[src/rtl/srfe_pkg.sv]
// ----------------------------------------------------------------------------
// Serial reply field extractor package
// Shared character codes and the result records that the capture units
// hand to the top level.
// ----------------------------------------------------------------------------
package srfe_pkg;

  // Character codes seen on the serial link.
  localparam logic [7:0] CH_DOLLAR = 8'h24;
  localparam logic [7:0] CH_CR     = 8'h0D;
  localparam logic [7:0] CH_A      = 8'h61;
  localparam logic [7:0] CH_D      = 8'h64;
  localparam logic [7:0] CH_R      = 8'h72;
  localparam logic [7:0] CH_EQ     = 8'h3D;
  localparam logic [7:0] CH_SPACE  = 8'h20;

  // Widths of the reported index and length fields.
  localparam int unsigned SLOT_W = 4;
  localparam int unsigned IDX_W  = 5;
  localparam int unsigned LEN_W  = 6;

  // Per-byte result of one capture unit.
  typedef struct packed {
    logic             wr;
    logic [IDX_W-1:0] index;
    logic             done;
    logic [LEN_W-1:0] length;
    logic             ovf;
  } cap_res_t;

endpackage

[src/rtl/srfe_cmd_capture.sv]
// ----------------------------------------------------------------------------
// Command capture
// Starts on a dollar sign, stores bytes up to a carriage return, flags
// overflow past the depth and reports each write position and the final length.
// ----------------------------------------------------------------------------
module srfe_cmd_capture #(
  parameter int unsigned CMD_DEPTH = 32
) (
  input  logic               clk,
  input  logic               rst_n,
  input  logic               step,
  input  logic [7:0]         rx_byte,
  output srfe_pkg::cap_res_t res
);

  localparam int unsigned CNT_W = $clog2(CMD_DEPTH + 1);

  logic             active_r;
  logic             active_nxt;
  logic [CNT_W-1:0] count_r;
  logic [CNT_W-1:0] count_nxt;
  logic             active_eff;
  logic             is_cr;

  // A dollar sign opens the capture, also in the byte that carries it.
  assign active_eff = active_r || (rx_byte == srfe_pkg::CH_DOLLAR);
  assign is_cr      = (rx_byte == srfe_pkg::CH_CR);

  // Result and next state for the byte at hand.
  always_comb begin
    res        = '0;
    active_nxt = active_eff && !is_cr;
    count_nxt  = count_r;
    if (active_eff) begin
      if (!is_cr) begin
        if (count_r < CNT_W'(CMD_DEPTH)) begin
          res.wr    = 1'b1;
          res.index = srfe_pkg::IDX_W'(count_r);
          count_nxt = count_r + CNT_W'(1);
        end else begin
          res.ovf = 1'b1;
        end
      end else begin
        res.done   = 1'b1;
        res.length = srfe_pkg::LEN_W'(count_r);
        count_nxt  = '0;
      end
    end
  end

  // Capture state advances once per processed byte.
  always_ff @(posedge clk) begin
    if (!rst_n) begin
      active_r <= 1'b0;
      count_r  <= '0;
    end else if (step) begin
      active_r <= active_nxt;
      count_r  <= count_nxt;
    end
  end

endmodule

[src/rtl/srfe_addr_capture.sv]
// ----------------------------------------------------------------------------
// Address capture
// A five-state matcher looks for the text "addr="; after it, bytes up to a
// space are stored as the address, the equals sign first.
// ----------------------------------------------------------------------------
module srfe_addr_capture #(
  parameter int unsigned IP_DEPTH = 32
) (
  input  logic               clk,
  input  logic               rst_n,
  input  logic               step,
  input  logic [7:0]         rx_byte,
  output srfe_pkg::cap_res_t res
);

  localparam int unsigned CNT_W = $clog2(IP_DEPTH + 1);

  typedef enum logic [2:0] {
    M_A,
    M_D1,
    M_D2,
    M_R,
    M_EQ
  } match_t;

  match_t           stage_r;
  match_t           stage_nxt;
  logic             active_r;
  logic             active_nxt;
  logic [CNT_W-1:0] count_r;
  logic [CNT_W-1:0] count_nxt;
  logic [7:0]       expect_ch;
  logic             hit;
  logic             active_eff;

  // Character the matcher waits for in each state.
  always_comb begin
    unique case (stage_r)
      M_A:     expect_ch = srfe_pkg::CH_A;
      M_D1:    expect_ch = srfe_pkg::CH_D;
      M_D2:    expect_ch = srfe_pkg::CH_D;
      M_R:     expect_ch = srfe_pkg::CH_R;
      M_EQ:    expect_ch = srfe_pkg::CH_EQ;
      default: expect_ch = srfe_pkg::CH_A;
    endcase
  end

  // Matcher step; a mismatch falls back without looking at the byte again.
  always_comb begin
    hit       = 1'b0;
    stage_nxt = M_A;
    if (rx_byte == expect_ch) begin
      unique case (stage_r)
        M_A:     stage_nxt = M_D1;
        M_D1:    stage_nxt = M_D2;
        M_D2:    stage_nxt = M_R;
        M_R:     stage_nxt = M_EQ;
        M_EQ:    hit       = 1'b1;
        default: stage_nxt = M_A;
      endcase
    end
  end

  assign active_eff = active_r || hit;

  // Capture result and next capture state.
  always_comb begin
    res        = '0;
    active_nxt = active_eff;
    count_nxt  = count_r;
    if (active_eff) begin
      if (rx_byte == srfe_pkg::CH_SPACE) begin
        res.done   = 1'b1;
        res.length = srfe_pkg::LEN_W'(count_r);
        count_nxt  = '0;
        active_nxt = 1'b0;
      end else if (count_r < CNT_W'(IP_DEPTH)) begin
        res.wr    = 1'b1;
        res.index = srfe_pkg::IDX_W'(count_r);
        count_nxt = count_r + CNT_W'(1);
      end else begin
        res.ovf = 1'b1;
      end
    end
  end

  // Matcher and capture state advance once per processed byte.
  always_ff @(posedge clk) begin
    if (!rst_n) begin
      stage_r  <= M_A;
      active_r <= 1'b0;
      count_r  <= '0;
    end else if (step) begin
      stage_r  <= stage_nxt;
      active_r <= active_nxt;
      count_r  <= count_nxt;
    end
  end

endmodule

[src/rtl/serial_reply_field_extractor_unit.sv]
// A byte transfer loads the input register; the result register loads its
// result once free. Throughput: one byte per cycle while out_ready holds,
// set by the single pass from the input register through the capture logic
// to the result register. Reset (rst_n low, synchronous) empties both
// registers, rewinds the ring position, stops both captures and returns
// the matcher to its start.
// ----------------------------------------------------------------------------
// Serial reply field extractor
// Echoes each received byte with its ring slot and extracts the command
// and the address fields from the byte stream.
// ----------------------------------------------------------------------------
module serial_reply_field_extractor_unit #(
  parameter int unsigned RING_DEPTH = 16,
  parameter int unsigned CMD_DEPTH  = 32,
  parameter int unsigned IP_DEPTH   = 32
) (
  input  logic       clk,
  input  logic       rst_n,
  input  logic       in_valid,
  output logic       in_ready,
  input  logic [7:0] in_rx_byte,
  output logic       out_valid,
  input  logic       out_ready,
  output logic [7:0] out_echo_byte,
  output logic [3:0] out_ring_slot,
  output logic       out_cmd_start,
  output logic       out_cmd_write,
  output logic [4:0] out_cmd_index,
  output logic       out_cmd_done,
  output logic [5:0] out_cmd_length,
  output logic       out_ip_write,
  output logic [4:0] out_ip_index,
  output logic       out_ip_done,
  output logic [5:0] out_ip_length,
  output logic       out_overflow
);

  localparam int unsigned RING_W = (RING_DEPTH > 1) ? $clog2(RING_DEPTH) : 1;

  logic              s1_valid_r;
  logic [7:0]        s1_byte_r;
  logic              out_valid_r;
  logic              out_free;
  logic              step;
  logic [RING_W-1:0] ring_pos_r;
  logic [RING_W-1:0] ring_pos_nxt;

  srfe_pkg::cap_res_t cmd_res;
  srfe_pkg::cap_res_t ip_res;

  // Handshake: the result register frees when empty or when taken.
  assign out_free  = !out_valid_r || out_ready;
  assign step      = s1_valid_r && out_free;
  assign in_ready  = !s1_valid_r || out_free;
  assign out_valid = out_valid_r;

  // Input register.
  always_ff @(posedge clk) begin
    if (!rst_n) begin
      s1_valid_r <= 1'b0;
    end else if (in_ready) begin
      s1_valid_r <= in_valid;
    end
  end

  always_ff @(posedge clk) begin
    if (in_valid && in_ready) begin
      s1_byte_r <= in_rx_byte;
    end
  end

  // Ring write position wraps at the ring depth.
  assign ring_pos_nxt = (ring_pos_r == RING_W'(RING_DEPTH - 1)) ? '0
                                                                 : ring_pos_r + RING_W'(1);

  always_ff @(posedge clk) begin
    if (!rst_n) begin
      ring_pos_r <= '0;
    end else if (step) begin
      ring_pos_r <= ring_pos_nxt;
    end
  end

  // Capture units.
  srfe_cmd_capture #(
    .CMD_DEPTH (CMD_DEPTH)
  ) u_cmd (
    .clk     (clk),
    .rst_n   (rst_n),
    .step    (step),
    .rx_byte (s1_byte_r),
    .res     (cmd_res)
  );

  srfe_addr_capture #(
    .IP_DEPTH (IP_DEPTH)
  ) u_addr (
    .clk     (clk),
    .rst_n   (rst_n),
    .step    (step),
    .rx_byte (s1_byte_r),
    .res     (ip_res)
  );

  // Result register valid.
  always_ff @(posedge clk) begin
    if (!rst_n) begin
      out_valid_r <= 1'b0;
    end else if (out_free) begin
      out_valid_r <= step;
    end
  end

  // Result register payload.
  always_ff @(posedge clk) begin
    if (step) begin
      out_echo_byte  <= s1_byte_r;
      out_ring_slot  <= srfe_pkg::SLOT_W'(ring_pos_r);
      out_cmd_start  <= (s1_byte_r == srfe_pkg::CH_DOLLAR);
      out_cmd_write  <= cmd_res.wr;
      out_cmd_index  <= cmd_res.index;
      out_cmd_done   <= cmd_res.done;
      out_cmd_length <= cmd_res.length;
      out_ip_write   <= ip_res.wr;
      out_ip_index   <= ip_res.index;
      out_ip_done    <= ip_res.done;
      out_ip_length  <= ip_res.length;
      out_overflow   <= cmd_res.ovf || ip_res.ovf;
    end
  end

endmodule

[config.mk]
export PLATFORM = sky130hd
export DESIGN_NAME = serial_reply_field_extractor_unit
export DESIGN_NICKNAME = d
export VERILOG_FILES = /design/src/rtl/srfe_pkg.sv /design/src/rtl/srfe_cmd_capture.sv /design/src/rtl/srfe_addr_capture.sv /design/src/rtl/serial_reply_field_extractor_unit.sv
export SDC_FILE = /design/constraint.sdc
export NUM_CORES = 1
export LEC_CHECK = 0
export ABC_CLOCK_PERIOD_IN_PS = 2300
export BUFFER_PORTS_ARGS = -buffer_cell sky130_fd_sc_hd__buf_2
export CAP_MARGIN = 20
export CORE_AREA = 4 4 90 75
export CTS_BUF_LIST = sky130_fd_sc_hd__clkbuf_8
export DETAILED_ROUTE_END_ITERATION = 16
export DIE_AREA = 0 0 94 79
export PLACE_DENSITY = 0.77
export SYNTH_ARGS = -nofsm -noshare
export SYNTH_HDL_FRONTEND = slang
export SYNTH_SLANG_ARGS = --single-unit
[constraint.sdc]
create_clock -name clk -period 2.3 [get_ports clk]
set_input_delay 0.46 -clock clk [delete_from_list [all_inputs] [get_ports clk]]
set_output_delay 0.46 -clock clk [all_outputs]
set_load 0.01 [all_outputs]
Word-level counts from Yosys, hierarchy flattened
Cells that the tools add are included.
Widths: inputs -> output; s select.
{ "totals": {"ff_bits": 71, "in_bits": 12, "output_inout_bits": 42, "word_cells": 84} }
{ "op_classes": {"add_sub_neg": 3, "order_cmp": 2, "eq_ne": 9, "n_mux": 22, "n_bitwise": 4, "n_reduce_logical": 23} }
{ "ops": {"columns": ["cell", "n"], "rows": [
  ["$mux 6", 6],
  ["$pmux 7 s3", 1],
  ["$eq 8x6->1 const B", 2],
  ["$mux 7", 2],
  ["$add 6x1->6 const B", 2],
  ["$lt 6x6->1 const B", 2],
  ["$pmux 3 s4", 1],
  ["$mux 1", 10],
  ["$eq 8x4->1 const B", 1],
  ["$eq 8x7->1", 1],
  ["$eq 3x2->1 const B", 2],
  ["$reduce_and 3->1", 2],
  ["$reduce_or 2->1", 3],
  ["$reduce_or 3->1", 2],
  ["$logic_or 1x1->1", 5],
  ["$add 4x1->4 const B", 1],
  ["$eq 4x4->1 const B", 1],
  ["$mux 4", 1],
  ["$not 1->1", 4],
  ["$reduce_and 2->1", 2],
  ["$reduce_bool 2->1", 2],
  ["$eq 3x1->1 const B", 1],
  ["$eq 3x3->1 const B", 1],
  ["$logic_and 1x1->1", 3],
  ["other kinds (3)", 5]
]} }

Longest topological paths before layout
Gate-level depths: netlist (run 1).
{ "logic_depth": {"word_depth": 8, "mapped_depth": 7, "depth_no_buf": 6} }

Cells and area by module
A second synthesis (run 1) with hierarchy kept.
{ "hier_totals": {"cells_unflattened": 247, "hier_area_um2": 3084.2} }
{ "by_module_without_submodules": {"columns": ["module", "n_inst", "cells_each", "area_each_um2", "seq_area_each_um2"], "rows": [
  ["serial_reply_field_extractor_unit", 1, 86, 1750.4, 1561.5],
  ["srfe_addr_capture", 1, 100, 773.2, 200.2],
  ["srfe_cmd_capture", 1, 61, 560.5, 140.1]
]} }

Least setup slack after synthesis (run 1)
OpenSTA, ideal clock, no wires.
{ "synth_timing": {"kind": "input to register", "from": "input port out_ready", "to": "register ring_pos_r[3]", "setup_ns": 0.071, "arrival_time_ns": 2.193, "required_ns": 2.229, "path_slack_ns": 0.036, "stages": 6, "n_path_buf": 0, "path_cell_list": "nor2b_1 > nand2b_1 > inv_1 > nand2_1 > or3_1 > a21oi_1"} }
{ "synth_between": {"elab_chain_len": 2} }
{ "synth_rtl": {"columns": ["element", "line", "text"], "rows": [
  ["start: declaration", "serial_reply_field_extractor_unit.sv:23", "input logic out_ready,"],
  ["$logic_or 1x1->1", "serial_reply_field_extractor_unit.sv:52", "assign out_free = !out_valid_r || out_ready;"],
  ["$logic_and 1x1->1", "serial_reply_field_extractor_unit.sv:53", "assign step = s1_valid_r && out_free;"],
  ["named net step", "serial_reply_field_extractor_unit.sv:44", "logic step;"],
  ["end signal: assignment", "serial_reply_field_extractor_unit.sv:80", "ring_pos_r <= ring_pos_nxt;"],
  ["end: declaration", "serial_reply_field_extractor_unit.sv:45", "logic [RING_W-1:0] ring_pos_r;"]
]} }
The timed path passes the listed nets, and every way through them passes these cells.
A chain may end at the register's enable or synchronous reset.

Worst setup path in the final report (run 1)
{ "layout_timing": {"from": "register s1_byte_r[4]", "to": "register u_addr.count_r[2]"} }
{ "layout_between": {"elab_chain_len": 4, "elab_cells_between_ends": 7, "cone_classes": "2 x eq/ne; 2 x mux; 3 x reduce/logical"} }
{ "layout_rtl": {"columns": ["element", "line", "text"], "rows": [
  ["start: declaration", "serial_reply_field_extractor_unit.sv:41", "logic [7:0] s1_byte_r;"],
  ["start signal: assignment", "serial_reply_field_extractor_unit.sv:68", "s1_byte_r <= in_rx_byte;"],
  ["$eq 8x7->1", "srfe_addr_capture.sv:52", "if (rx_byte == expect_ch) begin"],
  ["$mux 1", "srfe_addr_capture.sv:52", null],
  ["$logic_or 1x1->1", "srfe_addr_capture.sv:64", "assign active_eff = active_r || hit;"],
  ["$reduce_and 3->1 (no line)", null, null],
  ["end signal: assignment", "srfe_addr_capture.sv:96", "count_r <= count_nxt;"],
  ["end: declaration", "srfe_addr_capture.sv:30", "logic [CNT_W-1:0] count_r;"]
]} }
Several ways; a longest one is shown, not always the timed one.

==> impl_metrics.tcl, run 1 <==
set metrics [dict create \
    syn_area_mm2 0.00300 \
    fmax_mhz 477 \
    cts_tree "built" \
    h-tree-depth 3 \
    dieWidth_um 94 \
    cp-start-kind "register" \
    drc 0 \
    numCtsBuffers 9 \
    die_h_um 79 \
    layout_common_cells "buf_2 (53), edfxtp_1 (48), dfxtp_1 (23)" \
    async_flop_share_pct 0 \
    final_common_cell "buf_2" \
    min_period_over_period_pct 91.1 \
    post_drt_wl_per_cell_um 14.0 \
    syn_inst 247 \
    grt_pass1_vias 2034 \
    run_status "finished, final reports clean" \
    post_synth_num_cell_types 48 \
    rows 25 \
    drv_slew 0 \
    final_antenna_net_count 0 \
    post_cts_buffers 0 \
    relSlewSlack_pct 67.6 \
    worst_pin_slew_ns 0.486 \
    overflow 0 \
    p_leak_nw 1.36 \
    cp_data_arrival_time_ns 2.34 \
    pre_cts_slack_ns 0.228 \
    grtUsageTotal_pct 16.4 \
    hold_class "input pin to register" \
    critical_path_class "register to register" \
    cap_violations 0 \
    finalSetupTns_ns 0 \
    vias 2154 \
    clock_sinks 71 \
    synth-edff-count 48 \
    portBuffers 53 \
    firstDrtPassIters 5 \
    hold_viol_final 0 \
    area_growth_pct 21.7 \
    synth-seq-cells 71 \
    antenna_cells 0 \
    postSynthAreaPerCell_um2 12.1 \
    final_area_mm2 0.00365 \
    grt_pass1_wl_um 9450 \
    synth_nets 262 \
    grt_max_degree 28 \
    avgViaCountPerCell 5.40 \
    finClkSkew_ns 0.00566 \
    io_pins 54 \
    powerDensity_mw_per_mm2 748 \
    path_clk_slew_ns 0.07 \
    drt_iter0_drc 131 \
    hp-start "in_rx_byte[2]" \
    crit_path_end_kind "register" \
    finalWorstSetupSlack_ns 0.204 \
    critPathMaxFanout 10 \
    rsz0062_at_grt "false" \
    wl_um 5580 \
    yosys_warnings 0 \
    placed_area_mm2 0.00341 \
    final_util_pct 62.8 \
    gp_congestion 0.891 \
    cts.path.max_buffers 2 \
    r2r_start "s1_byte_r[4]" \
    timing.final.crit_period_ns 2.10 \
    antenna_found_initial 0 \
    clk_latency_ns 0.34 \
    synth_top_flop_cell "edfxtp_1" \
    ys_seq_area_share_pct 63.4 \
    drive_above_1_share_pct 28.0 \
    setup_viol 0 \
    nets 328 \
    postCtsHoldBufs 0 \
    die-area_mm2 0.00743 \
    dp_hpwl_um 3980 \
    cts_resized 0 \
    clk_root_buffer_cell "clkbuf_8" \
    crit_start "s1_byte_r[4]" \
    initial_core_util_pct 51.6 \
    core_mm2 0.00582 \
    cp_data_required_time_ns 2.55 \
    ir_worst_vdd_uv 514 \
]
where the power goes:
part,switching [mW],leakage (nW),internal [mW],total [mW]
sequential,0.0212,0.630,1.41,1.43
clock,0.447,0.123,0.723,1.17
combinational,0.0845,0.603,0.0509,0.135
total,0.553,1.36,2.18,2.73
worst paths after layout:
path | endpoint | slack (ns) | cells after the start
max | u_addr.count_r[2] | 0.20 | 5
min | s1_byte_r[2] | 0.29 | 1
max reg2reg | u_addr.count_r[2] | 0.20 | 5
min reg2reg | u_addr.active_r | 0.46 | 2
kinds of logic after synthesis:
| logic type | after synthesis | share of synthesized area (%) |
|---|---|---|
| adders and majority gates | 4 | 1.58 |
| DFF | 71 | 63.4 |
| and+or+nand+nor | 104 | 19.6 |
| buffers and inverters | 18 | 2.42 |
| xor gates and xnor gates | 3 | 0.876 |
| AOI/OAI and AO/OA | 47 | 12.1 |
flip-flops by register name, indices dropped and copies added (netlist names), 5 cells and up:
name and flops:
out_echo_byte 8, s1_byte_r 8, out_cmd_length 6, out_ip_length 6, u_addr.count_r 6, u_cmd.count_r 6, out_cmd_index 5, out_ip_index 5
per-layer routing:
layer	wire, um	track usage (%)	vias up
li1	-	-	1072
met1	2540	21.1	1012
met2	2580	25.0	64
met3	382	5.49	6
met4	70	7.36	0
met5	0	0	-
cell usage after synthesis, types with 2 or more instances:
master,instances,share of area [%]
a211o_1,2,0.58
a21o_1,2,0.50
a21oi_1,14,2.3
a221oi_1,2,0.58
a221oi_2,2,1.0
a31o_2,3,0.88
and2_1,5,1.0
and3_1,16,3.3
and4_1,6,1.8
clkbuf_1,5,0.63
dfxtp_1,23,15
edfxtp_1,48,48
ha_1,3,1.3
inv_1,9,1.1
nand2_1,21,2.6
nand2b_1,9,1.9
nand3_1,7,1.2
nand4b_1,2,0.58
nor2_1,13,1.6
nor2b_1,4,0.83
nor3_1,5,0.83
nor4_1,6,1.3
o211ai_1,2,0.50
o21ai_0,4,0.67
o22ai_1,4,0.83
o2bb2ai_1,2,0.58
or3_1,6,1.3
xnor2_1,2,0.58
cell type report:
type	instances	area, um^2
clock buffers	9	124
clock inverters	7	121
fillers	514	2170
inverters	10	37.5
multi-input cells	158	1030
flip-flops and latches	71	1900
well taps	81	101
repair buffers	63	340
per-stage QoR:
step                      hold WS [ns]  power, mW  std cells
final                            0.291       2.73        399
after global routing             0.264       2.83        399
after global placement           0.459       1.59        383
after floorplan                  0.421       1.53        247
after detailed placement         0.454       1.59        383
after CTS                        0.270       2.76        399
critical path, cell delays in order (launching register included):
cell and delay, ns:
edfxtp_1 0.50, nand4b_1 0.14, a221oi_2 0.32, o2111ai_2 0.33, a211o_1 0.42, o32ai_1 0.29
(Power assumes the default switching activity.)
==> inputs of run 2 (changes only) <==
- BUFFER_PORTS_ARGS: -buffer_cell sky130_fd_sc_hd__buf_2 -> -buffer_cell sky130_fd_sc_hd__buf_4
- REMOVE_ABC_BUFFERS: unset -> 1
==> run 2 against run 1 <==
  * Clock power shrank 8%
  * Combinational power rose by 17%
  * Sequential share of layout area is 1.3 points lower
  * Core utilization grew 1.6 points
  * Clock skew increased by 0.0086 ns
  * Global-route usage rose by 0.24 points
  * Worst hold slack gained 0.0045 ns
  * Sequential power barely moved
  * Setup slack got worse by 0.026 ns
  * Die area did not move
  * Critical path depth unchanged
  * Count of clock-buffer cells in the layout rose by 1
  * Largest power group unchanged
==> impl_metrics.tcl, run 2 (synthesis results as in run 1) <==
set metrics [dict create \
    hp-start "in_rx_byte[0]" \
    cts_tree "built" \
    cts_resized 0 \
    antenna_cells 0 \
    drv_slew 0 \
    vias 2181 \
    die-area_mm2 0.00743 \
    avgViaCountPerCell 5.52 \
    clock_sinks 71 \
    rows 25 \
    grt_pass1_vias 2039 \
    p_int_mw 2.12 \
    whs_endpoint "s1_byte_r[0]" \
    clk_root_buffer_cell "clkbuf_8" \
    io_pins 54 \
    critical_path.cell_chain "nor4_4 -> a41oi_2 -> or3_1 -> or3_1 -> a21oi_1" \
    finalWorstSetupSlack_ns 0.178 \
    core_mm2 0.00582 \
    cpPeakStageDelay_ns 0.49 \
    switchingPower_uw 553 \
    run_status "finished, final reports clean" \
    fmax_mhz 471 \
    p_leak_nw 1.38 \
    ir_worst_vdd_uv 544 \
    timing.final.crit_period_ns 2.12 \
    crit_top_cell "or3_1" \
    nets 324 \
    dp_cells 379 \
    setup_viol 0 \
    r2r_slack_ns 0.18 \
    critPathMaxFanout 7 \
    cts.path.max_buffers 2 \
    grt_pass1_wl_um 9540 \
    rsz0062_at_grt "false" \
    drive_above_1_share_pct 26.8 \
    postCtsHoldBufs 0 \
    final_util_pct 64.4 \
    post_drt_wl_per_cell_um 14.4 \
    overflow 0 \
    final_area_mm2 0.00374 \
    initial_core_util_pct 51.6 \
    portBuffers 53 \
    post_cts_buffers 0 \
    cp_num_buf_inv 0 \
    pre_cts_slack_ns 0.196 \
    firstDrtPassIters 4 \
    relSlewSlack_pct 67.3 \
    clk_latency_ns 0.35 \
    r2r_start "s1_byte_r[4]" \
    gp_congestion 0.801 \
    placed_area_mm2 0.00352 \
    powerDensity_mw_per_mm2 713 \
    final_antenna_net_count 0 \
    critPathSlowestCell "edfxtp_1" \
    worst_pin_slew_ns 0.491 \
    p_sw_share_pct 20.7 \
    p_seq_share_pct 53.6 \
    wl_um 5690 \
    critical_path_class "register to register" \
    whs_ns 0.296 \
    reg2reg_to "u_cmd.count_r[4]" \
    grt_max_degree 47 \
    dieWidth_um 94 \
    cap_violations 0 \
    final_common_cell "buf_4" \
    worst_path_dominant_cell_family "simple AND/OR/NAND/NOR gates" \
    reg_top3 "out_echo_byte (8), s1_byte_r (8)" \
    crit_path_end_kind "register" \
    die_h_um 79 \
    antenna_found_initial 0 \
    drc 0 \
    p_clk_share_pct 40.5 \
    comb_power_share_pct 5.9 \
    area_growth_pct 24.8 \
    numCtsBuffers 9 \
    hold_class "input pin to register" \
    grtUsageTotal_pct 16.6 \
    drt_iter0_drc 164 \
    min_period_over_period_pct 92.3 \
    dp_hpwl_um 3940 \
    hold_depth 1 \
    cp-start-kind "register" \
    cp_data_arrival_time_ns 2.41 \
    path_clk_slew_ns 0.08 \
    final_cells 395 \
    finClkSkew_ns 0.0143 \
    r2r_cells 5 \
    cp_data_required_time_ns 2.58 \
    h-tree-depth 3 \
    layout_common_cells "buf_4 (58), edfxtp_1 (48), dfxtp_1 (23)" \
    hold_viol_final 0 \
]
## run 2: cell count changes in the layout (fill, tap and decap cells not counted)
cell        change
buf_2          -53
buf_4          +48
clkinv_4        -2
buf_12          +1
bufinv_16       -1
clkbuf_8        +1
clkinvlp_4      +1
inv_1           +1
## run 2: stage by stage
stage                     setup TNS, ns  power [mW]
after CTS                             0        2.70
after global placement                0        1.62
after detailed placement              0        1.62
after global routing                  0        2.77
final                                 0        2.67
after floorplan                   -1.04        1.52
## run 2: worst reg2reg max path, delay by kind of cell (launching register included)
family | cells | cell delay, ns
AO/OA/AOI/OAI | 2 | 0.42
flip-flops | 1 | 0.49
AND/OR/NAND/NOR | 3 | 1.17
## run 2: layer usage
metal,share of wire (%),global-route usage [%],routed length [um]
met5,0,0,0
met1,44,21.0,2520
met4,0.90,6.35,51
met2,47,25.9,2650
met3,8.3,6.34,473
## run 2: cell type report
cell class,instances,area [um^2]
flip-flops and latches,71,1900
repair buffers,59,455
inverters,10,37.5
clock inverters,6,85.1
clock buffers,10,138
well taps,81,101
fillers,465,2070
multi-input cells,158,1030
## run 2: how the worst max path moves through the flow
stage                           start                 to  slack (ns)  depth (start not counted)
floorplan                   out_ready      ring_pos_r[3]       -0.30                          6
global placement         s1_byte_r[4]   u_cmd.count_r[4]        0.26                          5
detailed placement       s1_byte_r[4]   u_cmd.count_r[4]        0.20                          5
CTS                      s1_byte_r[4]   u_cmd.count_r[4]        0.19                          5
global route        u_addr.stage_r[0]  u_addr.count_r[2]        0.01                          5
finish                   s1_byte_r[4]   u_cmd.count_r[4]        0.18                          5
## run 2: power by group through the flow
| stage | combinational (mW) | clock [mW] | sequential [mW] |
|---|---|---|---|
| 2_1_floorplan | 0.0473 | 0 | 1.48 |
| 3_3_place_gp | 0.157 | 0 | 1.46 |
| 3_5_place_dp | 0.160 | 0 | 1.46 |
| 4_1_cts | 0.161 | 1.11 | 1.43 |
| 5_1_grt | 0.172 | 1.17 | 1.43 |
| 6_report | 0.158 | 1.08 | 1.43 |
==> inputs of run 3 (changes only) <==
- CELL_PAD_IN_SITES_DETAIL_PLACEMENT: unset -> 1
- CELL_PAD_IN_SITES_GLOBAL_PLACEMENT: unset -> 1
- CORE_AREA: 4 4 90 75 -> 4 4 101 84
- DIE_AREA: 0 0 94 79 -> 0 0 105 88
- PLACE_DENSITY: 0.77 -> unset
- PLACE_DENSITY_LB_ADDON: unset -> 0.1
==> run 3 against run 2 <==
  * Setup slack better by 0.030 ns
  * Via count up 0.60%
  * Highest routed layer unchanged
  * Register-to-register slack better by 0.03 ns
  * Clock power down 14%
  * Largest power group unchanged
  * Critical path type unchanged
  * Cell count up 3.0%
  * Clock skew down 0.0087 ns
  * Power down 5.7%
  * Worst hold slack worse by 0.0036 ns
==> impl_metrics.tcl, run 3 (synthesis results as in run 1) <==
set metrics [dict create \
    dieWidth_um 105 \
    critPathMaxFanout 6 \
    timing.final.crit_period_ns 2.09 \
    cap_violations 0 \
    post_drt_wl_per_cell_um 16.2 \
    cp_data_arrival_time_ns 2.37 \
    die_h_um 88 \
    drt_iter0_drc 82 \
    run_status "finished, final reports clean" \
    cp_data_required_time_ns 2.58 \
    area_growth_pct 24.5 \
    min_period_over_period_pct 90.9 \
    rsz0062_at_grt "false" \
    path_depth 5 \
    avgViaCountPerCell 5.39 \
    wl_um 6600 \
    fmax_mhz 478 \
    drive_above_1_share_pct 26.8 \
    hold_class "input pin to register" \
    numCtsBuffers 9 \
    cts_resized 0 \
    worst_path_dominant_cell_family "simple AND/OR/NAND/NOR gates" \
    cp-start-kind "register" \
    grtUsageTotal_pct 15.5 \
    crit_top_cell "or3_1" \
    r2r_start "s1_byte_r[4]" \
    switchingPower_uw 553 \
    drv_slew 0 \
    clock_sinks 71 \
    nets 327 \
    layout_common_cells "buf_4 (61), edfxtp_1 (48), dfxtp_1 (23)" \
    final_antenna_net_count 0 \
    fill_cells 797 \
    hold_viol_final 0 \
    setup_viol 0 \
    pre_cts_slack_ns 0.191 \
    cts_tree "built" \
    die-area_mm2 0.00924 \
    io_pins 54 \
    crit_start "s1_byte_r[4]" \
    reg2reg_to "u_cmd.count_r[4]" \
    grt_max_degree 47 \
    r2r_slack_ns 0.21 \
    post_cts_buffers 0 \
    grt_pass1_wl_um 11200 \
    final_util_pct 50.8 \
    regArea_mm2 0.00190 \
    vias 2194 \
    clk_latency_ns 0.34 \
    hp-start "in_rx_byte[6]" \
    comb_power_share_pct 6.3 \
    reg_top3 "out_echo_byte (8), s1_byte_r (8)" \
    finalSetupTns_ns 0 \
    worst_pin_slew_ns 0.502 \
    finalWorstSetupSlack_ns 0.208 \
    path_clk_slew_ns 0.07 \
    portBuffers 53 \
    core_mm2 0.00736 \
    dp_hpwl_um 4640 \
    p_int_mw 1.96 \
    relSlewSlack_pct 66.5 \
    p_seq_share_pct 56.8 \
    firstDrtPassIters 5 \
    clk_root_buffer_cell "clkbuf_8" \
    gp_congestion 0.780 \
    critPathCapture "u_cmd.count_r[4]" \
    p_leak_nw 1.38 \
    grt_pass1_vias 2244 \
    drc 0 \
    postCtsHoldBufs 0 \
    critical_path.cell_chain "nor4_4 -> a41oi_2 -> or3_1 -> or3_1 -> a21oi_1" \
    initial_core_util_pct 40.8 \
    critical_path_class "register to register" \
    h-tree-depth 3 \
    overflow 0 \
    cp_num_buf_inv 0 \
    rows 28 \
    p_sw_share_pct 22.0 \
    p_clk_share_pct 36.8 \
    multi_input_area_mm2 0.00103 \
    critPathSlowestCell "edfxtp_1" \
    antenna_found_initial 0 \
    ir_worst_vdd_uv 327 \
    powerDensity_mw_per_mm2 673 \
    r2r_cells 5 \
    finClkSkew_ns 0.00553 \
    crit_path_end_kind "register" \
    cpPeakStageDelay_ns 0.50 \
    final_common_cell "buf_4" \
    antenna_cells 0 \
    cts.path.max_buffers 2 \
]
run 3: worst min path at each step:
stage | endpoint | slack, ns | depth (start not counted)
floorplan | out_ring_slot[3] | 0.44 | 0
global placement | u_addr.active_r | 0.45 | 2
detailed placement | u_addr.active_r | 0.45 | 2
CTS | s1_byte_r[7] | 0.27 | 1
global route | s1_byte_r[7] | 0.26 | 1
finish | s1_byte_r[6] | 0.29 | 1
run 3: final cells by class:
| class | instances | share of cell area, % |
|---|---|---|
| inverter | 10 | 1.00 |
| clock inverter | 7 | 1.51 |
| sequential | 71 | 50.9 |
| timing repair buffer | 62 | 12.8 |
| multi-input combinational | 158 | 27.5 |
| clock buffer | 9 | 3.32 |
| tap | 90 | 3.01 |
run 3: power by group through the flow:
stage	Clock, mW	Sequential, mW	Combinational (mW)
floorplan	0	1.48	0.0473
detailed placement	0	1.46	0.164
CTS	0.960	1.43	0.164
global route	1.03	1.43	0.176
finish	0.926	1.43	0.160
global placement	0	1.46	0.161
run 3: layer usage:
metal  GRT usage [%]  vias to the layer above  wire [um]
met5               0                        -          0
li1                -                     1074          -
met3            5.45                        8        303
met1            19.8                     1067       3160
met4            5.01                        0         70
met2            25.1                       45       3070
run 3: worst reg2reg max path, cell delays in order, from the launching register on:
cell and delay (ns):
edfxtp_1 0.50, nor4_4 0.41, a41oi_2 0.25, or3_1 0.41
or3_1 0.32, a21oi_1 0.14
run 3: through the flow:
step,instances,instance area (um^2),power (mW),hold slack [ns]
global route,407,3740,2.64,0.260
global placement,391,3560,1.62,0.452
detailed placement,391,3560,1.62,0.455
floorplan,239,2970,1.52,0.439
finish,407,3740,2.52,0.292
CTS,407,3740,2.56,0.273
